## src/sv/indexed_doubly_linked_list_top_assert.svh

```systemverilog
// ----------------------------------------------------------------------------
// Assertion macros for the indexed doubly linked list
// Concurrent checks on clk, masked while rst is high (IDLL_ASSERT) or not.
// ----------------------------------------------------------------------------
`ifndef INDEXED_DOUBLY_LINKED_LIST_TOP_ASSERT_SVH
`define INDEXED_DOUBLY_LINKED_LIST_TOP_ASSERT_SVH

`ifndef SYNTHESIS
`define IDLL_ASSERT(lbl, prop, msg) \
  lbl: assert property (@(posedge clk) disable iff (rst) prop) else $error(msg);
`define IDLL_ASSERT_ALWAYS(lbl, prop, msg) \
  lbl: assert property (@(posedge clk) prop) else $error(msg);
`else
`define IDLL_ASSERT(lbl, prop, msg)
`define IDLL_ASSERT_ALWAYS(lbl, prop, msg)
`endif

`endif

```

## src/sv/idll_ram.sv

```systemverilog
// ----------------------------------------------------------------------------
// idll_ram
// Generic single-write, single-read RAM with registered read data.
// ----------------------------------------------------------------------------
`default_nettype none

module idll_ram #(
  parameter int WIDTH = 8,
  parameter int DEPTH = 256
) (
  input  logic                     clk,
  input  logic                     we,
  input  logic [$clog2(DEPTH)-1:0] waddr,
  input  logic [WIDTH-1:0]         wdata,
  input  logic [$clog2(DEPTH)-1:0] raddr,
  output logic [WIDTH-1:0]         rdata
);

  logic [WIDTH-1:0] mem [DEPTH];

  always_ff @(posedge clk) begin
    if (we) begin
      mem[waddr] <= wdata;
    end
    rdata <= mem[raddr];
  end

endmodule

`default_nettype wire

```

## config.mk

```make
export PLATFORM = sky130hd
export DESIGN_NAME = idll_ram
export DESIGN_NICKNAME = d
export VERILOG_FILES = /design/src/sv/indexed_doubly_linked_list_top_assert.svh /design/src/sv/idll_ram.sv
export SDC_FILE = /design/constraint.sdc
export NUM_CORES = 2
export LEC_CHECK = 0
export ABC_AREA = 0
export BUFFER_PORTS_ARGS = -buffer_cell sky130_fd_sc_hd__buf_2
export CORE_ASPECT_RATIO = 0.8
export CORE_MARGIN = 1.5
export CORE_UTILIZATION = 55
export DETAILED_ROUTE_END_ITERATION = 8
export PLACE_DENSITY = 0.71
export SYNTH_ARGS = -nofsm -noshare
export SYNTH_HDL_FRONTEND = slang
export SYNTH_SLANG_ARGS = --single-unit
```

## constraint.sdc

```tcl
create_clock -name clk -period 3 [get_ports clk]
set_clock_uncertainty 0.1 [all_clocks]
set_input_delay 0.6 -clock clk [delete_from_list [all_inputs] [get_ports clk]]
set_output_delay 0.6 -clock clk [all_outputs]
set_load 0.03 [all_outputs]
```

=== After elaboration in Yosys (flattened, before gate mapping) ===
Memories as Yosys holds them, arrays and structs flattened. A register that Yosys moved wholly into a read port is not among the register bits.
Index checks and enable logic that the tools add are counted.

* Mux-type cells: 2
* Shift operators: 0
* Bitwise logic cells: 0
* $add $sub $neg: 0
* Reduce and logical (&&, ||, !) cells: 0
* $mul: 0
* Div/mod/pow operators: 0
* Eq/ne operators: 0
* $lt $le $gt $ge: 0

{| class="wikitable"
|+ Operators with widths
! operator !! count
|-
| 1-bit 2-to-1 mux || 2
|}

* Bits in writable memories: 2048
* Register bits: 0
* Input bits: 26
* Bits in latches: 0
* Memories kept: 1
* Bits in read-only memories: 0

{| class="wikitable"
|+ Memories
! memory !! depth !! bits a word !! read ports !! clocked after Yosys merged registers in !! wr ports !! line !! source
|-
| mem || 256 || 8 || 1 || 1 || 1 || idll_ram.sv:19 || <nowiki>logic [WIDTH-1:0] mem [DEPTH];</nowiki>
|}

=== Logic depth before layout (Yosys ltp) ===
* Word-level depth: 2
* Depth in mapped cells: 11
* Mapped depth without buffers: 6

=== Worst setup path after synthesis ===
OpenSTA, ideal clock, no wires.

* Path type: input port to flip-flop
* From: input port raddr[0]
* To: register rdata[2], read port of mem
* Data arrival time: 2.407 ns
* Stages on the path: 9
* Slack: 0.362 ns
* Required time: 2.769 ns
* Path buffers: 4
* Setup time: 0.131 ns
* Cell sequence: buf_6 -> buf_12 -> buf_8 -> buf_2 -> mux4_2 -> a22oi_1 -> a21oi_1 -> nor4_1 -> nor4_2

{| class="wikitable"
|+ RTL lines
! element !! line !! source
|-
| start: declaration || idll_ram.sv:15 || <nowiki>input logic [$clog2(DEPTH)-1:0] raddr,</nowiki>
|-
| end: declaration || idll_ram.sv:16 || <nowiki>output logic [WIDTH-1:0] rdata</nowiki>
|}

==> flow_metrics.py <==
metrics = {
    "run_status": {
        "outcome": "finished, violations left",
        "violations": "negative setup slack",
    },
    "worst_setup_path": {
        "cp_slowest_cell": "nor4_2",
        "timing.rr.start": "mem[83][4]",
        "cp-start-kind": "primary input",
        "rr_worst_depth": 6,
        "regToRegSetupSlack_ps": 150,
        "end_kind": "flop",
        "arrival_ps": 3560,
        "cp_common_cell": "buf_4",
        "critPathMaxStageDelay_ps": 820,
        "r2r-end": "rdata[4]",
        "crit_family": "simple AND/OR/NAND/NOR gates",
        "worstPathCellList": "buf_8 > buf_12 > buf_4 > buf_4 > mux4_2 > a22oi_1 > a21oi_1 > nor4_2 > nor4_1",
        "cp_max_fo": 9,
        "critPathKind": "primary input to flop",
        "crit_buf_inv": 4,
        "cp.required_ps": 3540,
    },
    "timing": {
        "setup_violations": 1,
        "timing.final.crit_share_pct": 100.6,
        "min_period_ps": 3017,
        "worst_pin_slew_ps": 969.3,
        "rsz0062_at_grt": "no",
        "hold_viol_final": 0,
        "maxSlewHeadroom_pct": 34.84,
        "slew_violations": 0,
        "finalWorstSetupSlack_ps": -17.08,
        "fmax_mhz": 331.4,
    },
    "min_path": {
        "hold_start": "wdata[2]",
        "min_path_cells": 1,
        "whs_endpoint": "mem[192][2]",
        "min_path_type": "primary input to flop",
    },
    "pwr": {
        "vdd_ir_drop_max_mv": 0.5592,
        "p_leak_nw": 29.93,
        "powerDensity_nw_per_um2": 620.8,
        "total_power_mw": 57.29,
    },
    "cells_and_area": {
        "fin_cells": 6436,
        "layout_common_cells": "2048 x edfxtp_1, 623 x buf_4, 454 x mux4_2",
        "syn_to_final_growth_pct": 16.00,
        "layout-drive-gt1-share_pct": 31.68,
        "diodes": 0,
        "fill_cells": 9192,
        "mostFrequentLayoutCell": "edfxtp_1",
        "nNetsFinal": 4428,
        "fin_area_sq_um": 92280,
    },
    "die": {
        "dieArea_sq_um": 147000,
        "dieWidth_um": 428.2,
        "rows": 124,
        "fp.dieH_um": 343.2,
        "ios": 34,
        "start_util_pct": 55.56,
        "core_sq_um": 143200,
    },
    "clock_network": {
        "htreeDepth": 4,
        "clk_latency_ps": 820,
        "cts_tree": "built",
        "root_buffer": "clkbuf_16",
        "clock-sinks": 2056,
        "cts_buffers": 184,
        "hold_buffers": 0,
        "path_clk_slew_ps": 70,
        "clk_path_buf_depth": 3,
    },
    "yosys": {
        "synthCells": 3733,
        "synth_top_area_share_pct": 77.30,
        "synth_nets": 3759,
        "synth-seq-cells": 2056,
        "yosys.cell_types.count": 55,
        "netlist_area_sq_um": 79560,
        "syn_avg_cell_area_sq_um": 21.31,
        "synth_edf_count": 2048,
        "async_flop_share_pct": 0,
        "yosysTopAreaCell": "edfxtp_1",
        "yosysSeqAreaShare_pct": 77.50,
        "synthFlopType": "edfxtp_1",
        "synthTopCellsByArea": "edfxtp_1 77%, mux4_2 13%, mux2i_1 1.7%",
        "ys_warn_count": 0,
    },
    "placement": {
        "io_buffers": 33,
        "placed_area_sq_um": 86670,
        "hpwl_um": 128600,
        "place.gp.congestion": 0.8716,
        "dpl.cell_count": 6106,
    },
    "detailed_routing": {
        "dr.first_iter.drc_count": 5846,
        "wl_um": 198500,
        "avgRoutedWirePerCell_um": 30.84,
        "postRouteAntennaNets": 0,
        "drc": 0,
        "dr.pass1.iters": 6,
        "vias": 41660,
        "drt-vias-per-instance": 6.473,
    },
    "global_routing": {
        "grt_max_degree": 96,
        "grt_antenna_before_repair": 2,
        "grt_pass1_vias": 40930,
        "grt_pass1_wl_um": 286900,
        "grt_usage_pct": 27.22,
        "overflow": 0,
    },
    "job": {
        "cap_violations": 0,
    },
}
[where the power goes]
part	total [mW]	internal, mW	switching, mW
registers	31.7	31.7	0.0469
logic	3.29	1.29	2.00
clock network	22.3	12.2	10.1
[stage by stage]
step,TNS (ps),hold slack [ps],utilization [%],setup slack [ps]
floorplan,0,598.9,-,362.1
detailed placement,-5853,993.6,60.52,-1023
CTS,0,142.0,64.43,39.42
global route,0,165.2,64.44,8.522
global placement,-6125,998.2,60.52,-1181
finish,-17.08,181.6,64.44,-17.08
[registers in the layout, summed over array words and instances, names as in the netlist]
register	cells
mem	2048
rdata	8
[metal layers]
metal  GRT usage [%]  vias to the layer above  part of all wire [%]
met5               0                        -                 0.011
met4           8.162                        4                   2.9
met3           6.216                      339                    11
met2           40.66                     2653                    46
met1           40.68                    21620                    40
li1                -                    17050                     -
[cells in the mapped netlist (all sizes together) (10+ instances only)]
library cell	number
a221oi	14
nor3	22
buf	122
nand2	33
a211oi	16
edfxtp	2048
nor4	27
nor2b	31
nand3	34
mux2i	134
mux4	456
o22ai	28
a21oi	96
clkbuf	111
a22oi	133
o21ai	12
o221ai	47
nand4	10
o211ai	10
nor2	282
[layout make-up]
type	instances	area (sq um)	share of cell area, %
multi-input cells	1442	16510	17.89
clock inverters	95	699.4	0.7579
inverters	2	7.507	0.008135
repair buffers	716	6150	6.664
well taps	1890	2365	2.563
clock buffers	235	4888	5.297
flip-flops and latches	2056	61660	66.82
[cell families (layout without fill, tap and decap cells)]
| group | count (synthesis) | after routing | synth area share [%] |
|---|---|---|---|
| AND/OR/NAND/NOR | 466 | 466 | 2.628 |
| multiplexers | 591 | 591 | 14.62 |
| flip-flops | 2056 | 2056 | 77.50 |
| AO/OA/AOI/OAI | 385 | 385 | 3.419 |
| buffers and inverters | 235 | 1048 | 1.831 |
[worst max path at each step]
stage	start	end	slack [ps]	cells past startpoint
after floorplan	raddr[0]	rdata[2]	360	9
after global placement	raddr[0]	rdata[7]	-1180	9
after detailed placement	raddr[0]	rdata[0]	-1020	12
after CTS	raddr[0]	rdata[5]	40	9
after global routing	raddr[0]	rdata[7]	9	9
final	raddr[0]	rdata[7]	-20	9
[what timing repair did]
item,in CTS,in global routing
buffers inserted,0,0
gates resized for setup,2,2
endpoints found under the setup margin,2,1
Power figures use the tool's default switching activity.
