`src/sv/indexed_doubly_linked_list_top_assert.svh`:
```
// ----------------------------------------------------------------------------
// Assertion macros for the indexed doubly linked list
// Concurrent checks on clk, masked while rst is high (IDLL_ASSERT) or not.
// ----------------------------------------------------------------------------
`ifndef INDEXED_DOUBLY_LINKED_LIST_TOP_ASSERT_SVH
`define INDEXED_DOUBLY_LINKED_LIST_TOP_ASSERT_SVH

`ifndef SYNTHESIS
`define IDLL_ASSERT(lbl, prop, msg) \
  lbl: assert property (@(posedge clk) disable iff (rst) prop) else $error(msg);
`define IDLL_ASSERT_ALWAYS(lbl, prop, msg) \
  lbl: assert property (@(posedge clk) prop) else $error(msg);
`else
`define IDLL_ASSERT(lbl, prop, msg)
`define IDLL_ASSERT_ALWAYS(lbl, prop, msg)
`endif

`endif

```
`src/sv/idll_pkg.sv`:
```
// ----------------------------------------------------------------------------
// idll_pkg
// Shared constants, types and op codes of the indexed doubly linked list.
// ----------------------------------------------------------------------------
`default_nettype none

package idll_pkg;

  localparam int SLOTS     = 256;
  localparam int DATA_BITS = 32;
  localparam int SLOT_W    = $clog2(SLOTS);
  localparam int LINK_W    = SLOT_W + 1;
  localparam int CNT_W     = SLOT_W + 1;

  typedef logic [SLOT_W-1:0]    slot_t;
  typedef logic [LINK_W-1:0]    link_t;
  typedef logic [CNT_W-1:0]     cnt_t;
  typedef logic [DATA_BITS-1:0] data_t;

  localparam link_t NO_LINK = LINK_W'(SLOTS);

  typedef enum logic [3:0] {
    OP_PUSH_FRONT = 4'd0,
    OP_PUSH_BACK  = 4'd1,
    OP_POP_FRONT  = 4'd2,
    OP_POP_BACK   = 4'd3,
    OP_INS_BEFORE = 4'd4,
    OP_INS_AFTER  = 4'd5,
    OP_MOV_BEFORE = 4'd6,
    OP_MOV_AFTER  = 4'd7,
    OP_ERASE      = 4'd8,
    OP_NTH        = 4'd9,
    OP_NEXT       = 4'd10,
    OP_PREV       = 4'd11,
    OP_CLEAR      = 4'd12
  } op_t;

  typedef struct packed {
    logic [3:0]  op;
    logic [7:0]  ref_slot;
    logic [7:0]  node_slot;
    logic [7:0]  position;
    logic [31:0] value;
  } item_t;

  typedef struct packed {
    logic        valid;
    logic        ok;
    slot_t       slot;
    logic [31:0] data_out;
    cnt_t        count;
  } res_t;

  typedef struct packed {
    slot_t raddr;
    logic  nx_we;
    slot_t nx_wa;
    link_t nx_wd;
    logic  pv_we;
    slot_t pv_wa;
    link_t pv_wd;
    logic  dt_we;
    slot_t dt_wa;
    data_t dt_wd;
    logic  dl_we;
    slot_t dl_wa;
    logic  dl_wd;
  } mem_req_t;

  typedef struct packed {
    link_t nx;
    link_t pv;
    data_t dt;
    logic  dl;
  } mem_rsp_t;

endpackage

`default_nettype wire

```
`src/sv/idll_ctrl.sv`:
```
// ----------------------------------------------------------------------------
// idll_ctrl
// Sequencer: reads node entries, plans link updates, writes them back.
// ----------------------------------------------------------------------------
`default_nettype none

module idll_ctrl import idll_pkg::*; (
  input  logic     clk,
  input  logic     rst,
  input  logic     in_valid,
  output logic     in_ready,
  input  item_t    in_item,
  output res_t     res,
  input  logic     res_ready,
  output mem_req_t req,
  input  mem_rsp_t rsp
);

`include "indexed_doubly_linked_list_top_assert.svh"

  typedef struct packed {
    logic  en;
    slot_t addr;
    link_t data;
  } wr_t;

  typedef enum logic [3:0] {
    S_IDLE, S_RA, S_RB, S_EVAL, S_WR, S_TRIM_RD, S_TRIM_CHK,
    S_WALK_RD, S_WALK_CHK, S_FETCH, S_DONE
  } state_t;

  function automatic wr_t wr(slot_t a, link_t d);
    wr_t w;
    w.en   = 1'b1;
    w.addr = a;
    w.data = d;
    return w;
  endfunction

  function automatic logic lk_ok(link_t l);
    return l < NO_LINK;
  endfunction

  state_t state;
  item_t  it;
  slot_t  head, tail;
  cnt_t   live, top;
  link_t  a_nx, a_pv;
  logic   a_dl;
  wr_t    nw [3];
  wr_t    pw [3];
  logic   dt_en, dl_en, dl_val, trim;
  logic [1:0] wi;
  slot_t  cur;
  logic [7:0] k;
  logic   dir;
  logic   res_ok;
  slot_t  res_slot;

  // evaluation outputs
  logic   e_ok, e_dt, e_dl_e, e_dl_d, e_wr, e_trim, e_walk, e_dir;
  slot_t  e_slot, e_head, e_tail, e_cur;
  cnt_t   e_live, e_top;
  logic [7:0] e_k;
  wr_t    e_nw [3];
  wr_t    e_pw [3];

  slot_t  addr_a;

  always_comb begin
    unique case (op_t'(it.op))
      OP_POP_FRONT: addr_a = head;
      OP_POP_BACK:  addr_a = tail;
      OP_ERASE:     addr_a = it.node_slot;
      default:      addr_a = it.ref_slot;
    endcase
  end

  always_comb begin
    logic  r_live, na_live, nb_live, full, mv;
    slot_t sn, rs, nd, s;
    link_t p, q, m;
    cnt_t  lm1;
    rs      = it.ref_slot;
    nd      = it.node_slot;
    sn      = top[SLOT_W-1:0];
    full    = (top == CNT_W'(SLOTS));
    r_live  = (CNT_W'(rs) < top) && !a_dl;
    na_live = (CNT_W'(nd) < top) && !a_dl;
    nb_live = (CNT_W'(nd) < top) && !rsp.dl;
    lm1     = live - CNT_W'(1);
    p = NO_LINK;
    q = NO_LINK;
    m = NO_LINK;
    s = '0;
    mv = 1'b0;
    e_ok = 1'b0; e_slot = '0; e_head = head; e_tail = tail; e_live = live; e_top = top;
    e_dt = 1'b0; e_dl_e = 1'b0; e_dl_d = 1'b0; e_wr = 1'b0; e_trim = 1'b0;
    e_walk = 1'b0; e_cur = head; e_k = '0; e_dir = 1'b0;
    for (int i = 0; i < 3; i++) begin
      e_nw[i] = '0;
      e_pw[i] = '0;
    end
    unique case (op_t'(it.op))
      OP_PUSH_FRONT, OP_PUSH_BACK: begin
        if (!full) begin
          e_ok = 1'b1; e_slot = sn; e_top = top + CNT_W'(1); e_live = live + CNT_W'(1);
          e_dt = 1'b1; e_dl_e = 1'b1; e_wr = 1'b1;
          if (live == '0) begin
            e_nw[0] = wr(sn, NO_LINK);
            e_pw[0] = wr(sn, NO_LINK);
            e_head = sn;
            e_tail = sn;
          end else if (op_t'(it.op) == OP_PUSH_FRONT) begin
            e_pw[0] = wr(sn, NO_LINK);
            e_nw[0] = wr(sn, LINK_W'(head));
            e_pw[1] = wr(head, LINK_W'(sn));
            e_head = sn;
          end else begin
            e_nw[0] = wr(sn, NO_LINK);
            e_pw[0] = wr(sn, LINK_W'(tail));
            e_nw[1] = wr(tail, LINK_W'(sn));
            e_tail = sn;
          end
        end
      end
      OP_INS_BEFORE, OP_INS_AFTER: begin
        if (r_live && !full) begin
          e_ok = 1'b1; e_slot = sn; e_top = top + CNT_W'(1); e_live = live + CNT_W'(1);
          e_dt = 1'b1; e_dl_e = 1'b1; e_wr = 1'b1;
          if (op_t'(it.op) == OP_INS_BEFORE) begin
            p = a_pv;
            e_pw[0] = wr(sn, p);
            e_nw[0] = wr(sn, LINK_W'(rs));
            e_pw[1] = wr(rs, LINK_W'(sn));
            if (lk_ok(p)) e_nw[1] = wr(p[SLOT_W-1:0], LINK_W'(sn));
            else e_head = sn;
          end else begin
            q = a_nx;
            e_nw[0] = wr(sn, q);
            e_pw[0] = wr(sn, LINK_W'(rs));
            e_nw[1] = wr(rs, LINK_W'(sn));
            if (lk_ok(q)) e_pw[1] = wr(q[SLOT_W-1:0], LINK_W'(sn));
            else e_tail = sn;
          end
        end
      end
      OP_MOV_BEFORE, OP_MOV_AFTER: begin
        if (r_live && nb_live) begin
          e_ok = 1'b1; e_slot = nd;
          mv = (rs != nd) &&
               ((op_t'(it.op) == OP_MOV_BEFORE && rsp.nx != LINK_W'(rs)) ||
                (op_t'(it.op) == OP_MOV_AFTER && rsp.pv != LINK_W'(rs)));
          if (mv) begin
            e_wr = 1'b1;
            p = rsp.pv;
            q = rsp.nx;
            // unlink the node
            if (lk_ok(p)) e_nw[0] = wr(p[SLOT_W-1:0], q);
            else e_head = q[SLOT_W-1:0];
            if (lk_ok(q)) e_pw[0] = wr(q[SLOT_W-1:0], p);
            else e_tail = p[SLOT_W-1:0];
            // relink next to the reference
            if (op_t'(it.op) == OP_MOV_BEFORE) begin
              m = a_pv;
              e_pw[1] = wr(nd, m);
              e_nw[1] = wr(nd, LINK_W'(rs));
              e_pw[2] = wr(rs, LINK_W'(nd));
              if (lk_ok(m)) e_nw[2] = wr(m[SLOT_W-1:0], LINK_W'(nd));
              else e_head = nd;
            end else begin
              m = a_nx;
              e_nw[1] = wr(nd, m);
              e_pw[1] = wr(nd, LINK_W'(rs));
              e_nw[2] = wr(rs, LINK_W'(nd));
              if (lk_ok(m)) e_pw[2] = wr(m[SLOT_W-1:0], LINK_W'(nd));
              else e_tail = nd;
            end
          end
        end
      end
      OP_POP_FRONT, OP_POP_BACK, OP_ERASE: begin
        if ((op_t'(it.op) == OP_ERASE) ? na_live : (live != '0)) begin
          s = addr_a;
          e_ok = 1'b1; e_slot = s;
          if (live == CNT_W'(1)) begin
            e_head = '0; e_tail = '0; e_live = '0; e_top = '0;
          end else begin
            e_live = lm1;
            p = a_pv;
            q = a_nx;
            e_wr = 1'b1; e_trim = 1'b1; e_dl_e = 1'b1; e_dl_d = 1'b1;
            if (lk_ok(p)) e_nw[0] = wr(p[SLOT_W-1:0], q);
            else e_head = q[SLOT_W-1:0];
            if (lk_ok(q)) e_pw[0] = wr(q[SLOT_W-1:0], p);
            else e_tail = p[SLOT_W-1:0];
          end
        end
      end
      OP_NTH: begin
        if (live != '0) begin
          e_ok = 1'b1;
          if (CNT_W'(it.position) >= lm1) begin
            e_slot = tail;
          end else if (CNT_W'(it.position) < (live >> 1)) begin
            e_walk = 1'b1; e_cur = head; e_k = it.position; e_dir = 1'b1;
          end else begin
            e_walk = 1'b1; e_cur = tail; e_dir = 1'b0;
            e_k = 8'(lm1 - CNT_W'(it.position));
          end
        end
      end
      OP_NEXT, OP_PREV: begin
        if (r_live) begin
          m = (op_t'(it.op) == OP_NEXT) ? a_nx : a_pv;
          if (lk_ok(m)) begin
            e_ok = 1'b1;
            e_slot = m[SLOT_W-1:0];
          end
        end
      end
      OP_CLEAR: begin
        e_ok = 1'b1; e_head = '0; e_tail = '0; e_live = '0; e_top = '0;
      end
      default: begin
      end
    endcase
  end

  // memory requests
  always_comb begin
    req = '0;
    req.raddr = res_slot;
    unique case (state)
      S_RA:      req.raddr = addr_a;
      S_RB:      req.raddr = it.node_slot;
      S_TRIM_RD: req.raddr = SLOT_W'(top - CNT_W'(1));
      S_WALK_RD: req.raddr = cur;
      default:   req.raddr = res_slot;
    endcase
    if (state == S_WR) begin
      req.nx_we = nw[wi].en;
      req.nx_wa = nw[wi].addr;
      req.nx_wd = nw[wi].data;
      req.pv_we = pw[wi].en;
      req.pv_wa = pw[wi].addr;
      req.pv_wd = pw[wi].data;
      req.dt_we = dt_en && (wi == 2'd0);
      req.dl_we = dl_en && (wi == 2'd0);
    end
    req.dt_wa = res_slot;
    req.dt_wd = it.value[DATA_BITS-1:0];
    req.dl_wa = res_slot;
    req.dl_wd = dl_val;
  end

  assign in_ready = (state == S_IDLE);

  always_comb begin
    res.valid    = (state == S_DONE);
    res.ok       = res_ok;
    res.slot     = res_slot;
    res.count    = live;
    res.data_out = (res_ok && op_t'(it.op) != OP_CLEAR) ? 32'(rsp.dt) : 32'd0;
  end

  always_ff @(posedge clk) begin
    if (rst) begin
      state <= S_IDLE;
      head  <= '0;
      tail  <= '0;
      live  <= '0;
      top   <= '0;
    end else begin
      unique case (state)
        S_IDLE: begin
          if (in_valid) begin
            it    <= in_item;
            state <= S_RA;
          end
        end
        S_RA: state <= S_RB;
        S_RB: begin
          a_nx  <= rsp.nx;
          a_pv  <= rsp.pv;
          a_dl  <= rsp.dl;
          state <= S_EVAL;
        end
        S_EVAL: begin
          res_ok   <= e_ok;
          res_slot <= e_ok ? e_slot : '0;
          head     <= e_head;
          tail     <= e_tail;
          live     <= e_live;
          top      <= e_top;
          nw       <= e_nw;
          pw       <= e_pw;
          dt_en    <= e_dt;
          dl_en    <= e_dl_e;
          dl_val   <= e_dl_d;
          trim     <= e_trim;
          cur      <= e_cur;
          k        <= e_k;
          dir      <= e_dir;
          wi       <= 2'd0;
          state    <= e_wr ? S_WR : (e_walk ? S_WALK_RD : S_FETCH);
        end
        S_WR: begin
          wi <= wi + 2'd1;
          if (wi == 2'd2) state <= trim ? S_TRIM_RD : S_FETCH;
        end
        S_TRIM_RD: state <= (top == '0) ? S_FETCH : S_TRIM_CHK;
        S_TRIM_CHK: begin
          if (rsp.dl) begin
            top   <= top - CNT_W'(1);
            state <= S_TRIM_RD;
          end else begin
            state <= S_FETCH;
          end
        end
        S_WALK_RD: begin
          if (k == '0) begin
            res_slot <= cur;
            state    <= S_FETCH;
          end else begin
            state <= S_WALK_CHK;
          end
        end
        S_WALK_CHK: begin
          cur   <= dir ? rsp.nx[SLOT_W-1:0] : rsp.pv[SLOT_W-1:0];
          k     <= k - 8'd1;
          state <= S_WALK_RD;
        end
        S_FETCH: state <= S_DONE;
        S_DONE: begin
          if (res_ready) state <= S_IDLE;
        end
        default: state <= S_IDLE;
      endcase
    end
  end

  `IDLL_ASSERT(a_live_le_top, (live <= top), "live count exceeds slots in use")
  `IDLL_ASSERT(a_empty_resets, (live == '0) |-> (top == '0), "empty list kept holes")
  `IDLL_ASSERT(a_top_bound, (top <= CNT_W'(SLOTS)), "top of use past memory size")

endmodule

`default_nettype wire

```
`config.mk`:
```
export PLATFORM = sky130hd
export DESIGN_NAME = idll_ctrl
export DESIGN_NICKNAME = d
export VERILOG_FILES = /design/src/sv/idll_pkg.sv /design/src/sv/idll_ctrl.sv
export VERILOG_INCLUDE_DIRS = /design/src /design/src/sv
export SDC_FILE = /design/constraint.sdc
export NUM_CORES = 1
export LEC_CHECK = 0
export BUFFER_PORTS_ARGS = -buffer_cell sky130_fd_sc_hd__buf_2
export CAP_MARGIN = 15
export CORE_MARGIN = 10
export CORE_UTILIZATION = 33
export DETAILED_ROUTE_END_ITERATION = 6
export PLACE_DENSITY = 0.52
export SYNTH_ARGS = -nofsm -noshare
export SYNTH_HDL_FRONTEND = slang
export SYNTH_SLANG_ARGS = --single-unit
```
`constraint.sdc`:
```
create_clock -name clk -period 19.1 [get_ports clk]
set_input_delay 2.865 -clock clk [delete_from_list [all_inputs] [get_ports clk]]
set_output_delay 2.865 -clock clk [all_outputs]
set_load 0.05 [all_outputs]
```
# == Yosys cells after proc, flatten, opt, wreduce, memory -nomap -nowiden ==
# Cells that the tools add are included.
# op_classes
n_addsub,7
magnitude_cmp,10
n_eq_ne,52
muxes,144
bitwise_logic,7
reduce_logical,48
# op_table
operator,count
$mux W8,47
$mux W18,20
$mux W54,4
$mux W36,4
$pmux W18 S4,2
$mux W9,14
$mux W27,4
$pmux W18 S3,2
$pmux W8 S5,2
$bmux W18 S2,2
$pmux W9 S4,2
$pmux W8 S2,3
$pmux W8 S6,1
$lt A9 B9 Y1 const B,5
$pmux W4 S11,1
$mux W37,1
$eq A4 B3 Y1 const B,8
$eq A4 B4 Y1 const B,8
$mux W32,1
$mux W4,8
$pmux W8 S4,1
$ne A2 B2 Y1 const B,12
$ne A3 B3 Y1 const B,8
$pmux W8 S3,1
48 further kinds,107
# word_totals
regBits,256
inputBits,115
output_inout_bits,147

# == Depth between registers and ports, before layout ==
# depth
ltp_word,9
mapped_depth,17

# == Worst setup path after synthesis ==
# No wires, ideal clock.
# synth_path
path_kind,input to register
from,input port rst
to,"register dir, enable pin"
setup_ps,582
arrival_time_ps,7868
setup_slack_ps,10649
path_stages,3
n_path_buf,2
cell_sequence,clkbuf_1 -> clkbuf_1 -> nor2_1
# synth_between
elab_chain_len,2
# synth_lines
item,line,source
start: declaration,idll_ctrl.sv:9,"input logic rst,"
$not A1 Y1 (no source line),--,
$reduce_and A2 Y1 (no source line),--,
end signal: assignment,idll_ctrl.sv:304,dir <= e_dir;
end: declaration,idll_ctrl.sv:56,logic dir;
# Every way passes these cells.
# A chain may end at the register's enable or synchronous reset.

==> results_dict.tcl <==
set metrics [dict create \
    fin_cells 2397 \
    antenna_cells 0 \
    clk_latency_ns 0.58 \
    wl_mm 63.97 \
    initial_core_util 0.3347 \
    p_leak_nw 7.002 \
    crit_type "reg2out" \
    synth-edff-count 216 \
    ys_async_sr_fraction 0 \
    drc_errors 5 \
    final_antenna_net_count 0 \
    drv_slew 0 \
    die_h_microns 237.5 \
    postCtsResizedCells 0 \
    period_share 0.3470 \
    core_sq_um 46650 \
    total_power_mw 1.461 \
    dp_hpwl_mm 45.89 \
    cp_top_family "buffers and inverters" \
    track_usage 0.2178 \
    mostFrequentLayoutCell "buf_2" \
    grt_pass1_vias 13950 \
    ir_drop_mv 0.06155 \
    power_density_nw_per_um2 80.69 \
    grt_max_degree 81 \
    globalRouteMet3Util 0.04709 \
    clockBufferDepth 3 \
    finalSetupTns_ns 0 \
    multiInputGateArea_sq_um 7370 \
    antenna_found_initial 3 \
    final_util 0.3881 \
    final_cell_mix "261 x buf_2, 216 x edfxtp_1, 174 x nor2_1, 144 x nand2_1, 130 x a21oi_1" \
    htree_levels 1 \
    max_slew.worst_pin.slew_ns 1.217 \
    cp_num_buf_inv 2 \
    syn_area_sq_um 15620 \
    cpPeakStageDelay_ns 0.71 \
    cts_setup_buffers 0 \
    max-cap-violations 0 \
    cts_tree "built" \
    top_usage_layer "met2" \
    start_kind "flop" \
    synth_cell_types 73 \
    hold_path.class "reg2reg" \
    seq_area_frac_synth 0.4640 \
    ios 262 \
    drive_gt1_frac 0.2034 \
    syn_nets 1771 \
    drt_iter0_drc 1528 \
    path_cells "inv_1 -> nand2_1 -> nor3_1 -> a222oi_1 -> a21boi_0 -> o21ai_0 -> buf_2" \
    period_minus_slack_ns 6.627 \
    status "finished with violations" \
    slew-limit-headroom 0.1870 \
    violations "design-rule violations" \
    avgSynthCellArea_sq_um 9.694 \
    fillers 4742 \
    path_clk_slew_ns 0.06 \
    dp_cells 2339 \
    hold_viol 0 \
    vias 13934 \
    cts-root-buf "clkbuf_16" \
    r2r_cells 9 \
    drt_pass1_iterations 7 \
    use_met2 0.3482 \
    dieArea_sq_um 56430 \
    whs_ns 0.5233 \
    ys_warn_count 0 \
    synthFlopType "edfxtp_1" \
    wl_per_cell_microns 26.69 \
    worst_setup_path_end_kind "primary output" \
    grt_setup_unrepaired "false" \
    crit_path_top_delay_cell "nor3_1" \
    setup_viol 0 \
    synthCells 1611 \
    syn_to_final_growth_pct 15.93 \
    fp-row-count 79 \
    layout.nets 1926 \
    postCtsHoldBufs 0 \
    finClkSkew_ns 0.01835 \
    clock.fmax_ghz 0.1509 \
    die_w_microns 237.5 \
    worstPathRequired_ns 16.23 \
    clock_sinks 254 \
    grtUsageMet1 0.2743 \
    grt_pass1_wl_mm 93.92 \
    gp_congestion 0.9511 \
    numCtsBuffers 30 \
    hold-path-cell-count 2 \
    crit_fanout 13 \
    cp_num_cells 7 \
    ys_ff_latch 254 \
    avgViaCountPerCell 5.813 \
    arrival_ns 3.76 \
    grt_overflow_total 0 \
    port_buffers 261 \
    regArea_sq_um 7247 \
]
## power by group
part | internal [mW] | leakage, nW | switching [mW]
Clock | 0.351 | 0.491 | 0.233
Combinational | 0.0668 | 4.21 | 0.160
Sequential | 0.621 | 2.30 | 0.0291
Total | 1.04 | 7.00 | 0.422
## cells in the mapped netlist (28+ instances only)
cell type    n  area (sq um)
a21oi_1    130         650.6
a222oi_1    30         300.3
and2_1      51         319.1
buf_4       52         390.4
clkbuf_1    96         360.4
dfxtp_1     38         760.7
edfxtp_1   216          6486
ha_1        44         550.5
inv_1       50         187.7
mux2i_1     87         870.8
nand2_1    144         540.5
nor2_1     176         660.6
nor3_1      28         140.1
o21ai_0     88         440.4
xnor2_1     34         297.8
## logic make-up after synthesis
logic type	synth area share
multiplexers	0.05576
XOR/XNOR	0.02916
AO/OA/AOI/OAI	0.2017
adder cells (fa/ha/maj)	0.03653
buffers and inverters	0.06650
flip-flops	0.4640
AND/OR/NAND/NOR	0.1463
## path summary, 6_finish.rpt
check                  startpoint                    to  slack [ns]
min reg2reg  live[4]$_SDFFE_PP0P_  live[4]$_SDFFE_PP0P_        0.52
max              it[56]$_DFFE_PP_               req[87]       12.47
min          live[4]$_SDFFE_PP0P_  live[4]$_SDFFE_PP0P_        0.52
max reg2reg   top[5]$_SDFFE_PP0P_      nw[44]$_DFFE_PP_       14.07
## layer usage
| metal | vias up | routed length (microns) |
|---|---|---|
| met1 | 6735 | 25540 |
| li1 | 6260 | - |
| met3 | 171 | 5741 |
| met2 | 764 | 29230 |
| met5 | - | 23 |
| met4 | 4 | 3437 |
## sequential cells by signal, summed over array words and instances (netlist names), 2 cells and up
signal and flops:
live 9, k 8, state 4, a_pv 9, cur 8, nw 53, wi 2, a_nx 9
head 8, tail 8, req 32, pw 53, top 9, res_slot 8, it 28
## per-stage QoR
step	cell area (sq um)	worst slack, ns
finish	18100	12.47
global route	18100	12.27
CTS	18080	12.54
detailed placement	17080	12.89
global placement	17080	12.88
floorplan	15620	10.65
## worst min-delay path: stages (launching register included)
cell and delay (ns):
dfxtp_1 0.35, nand2_1 0.07, a21oi_1 0.06
## final cells by class
type | instances | area share
multi-input combinational | 1138 | 0.4070
inverter | 52 | 0.01078
timing repair buffer | 290 | 0.08459
clock inverter | 14 | 0.008017
clock buffer | 42 | 0.04734
sequential | 254 | 0.4003
tap | 607 | 0.04195
Power figures use the tool's default switching activity.
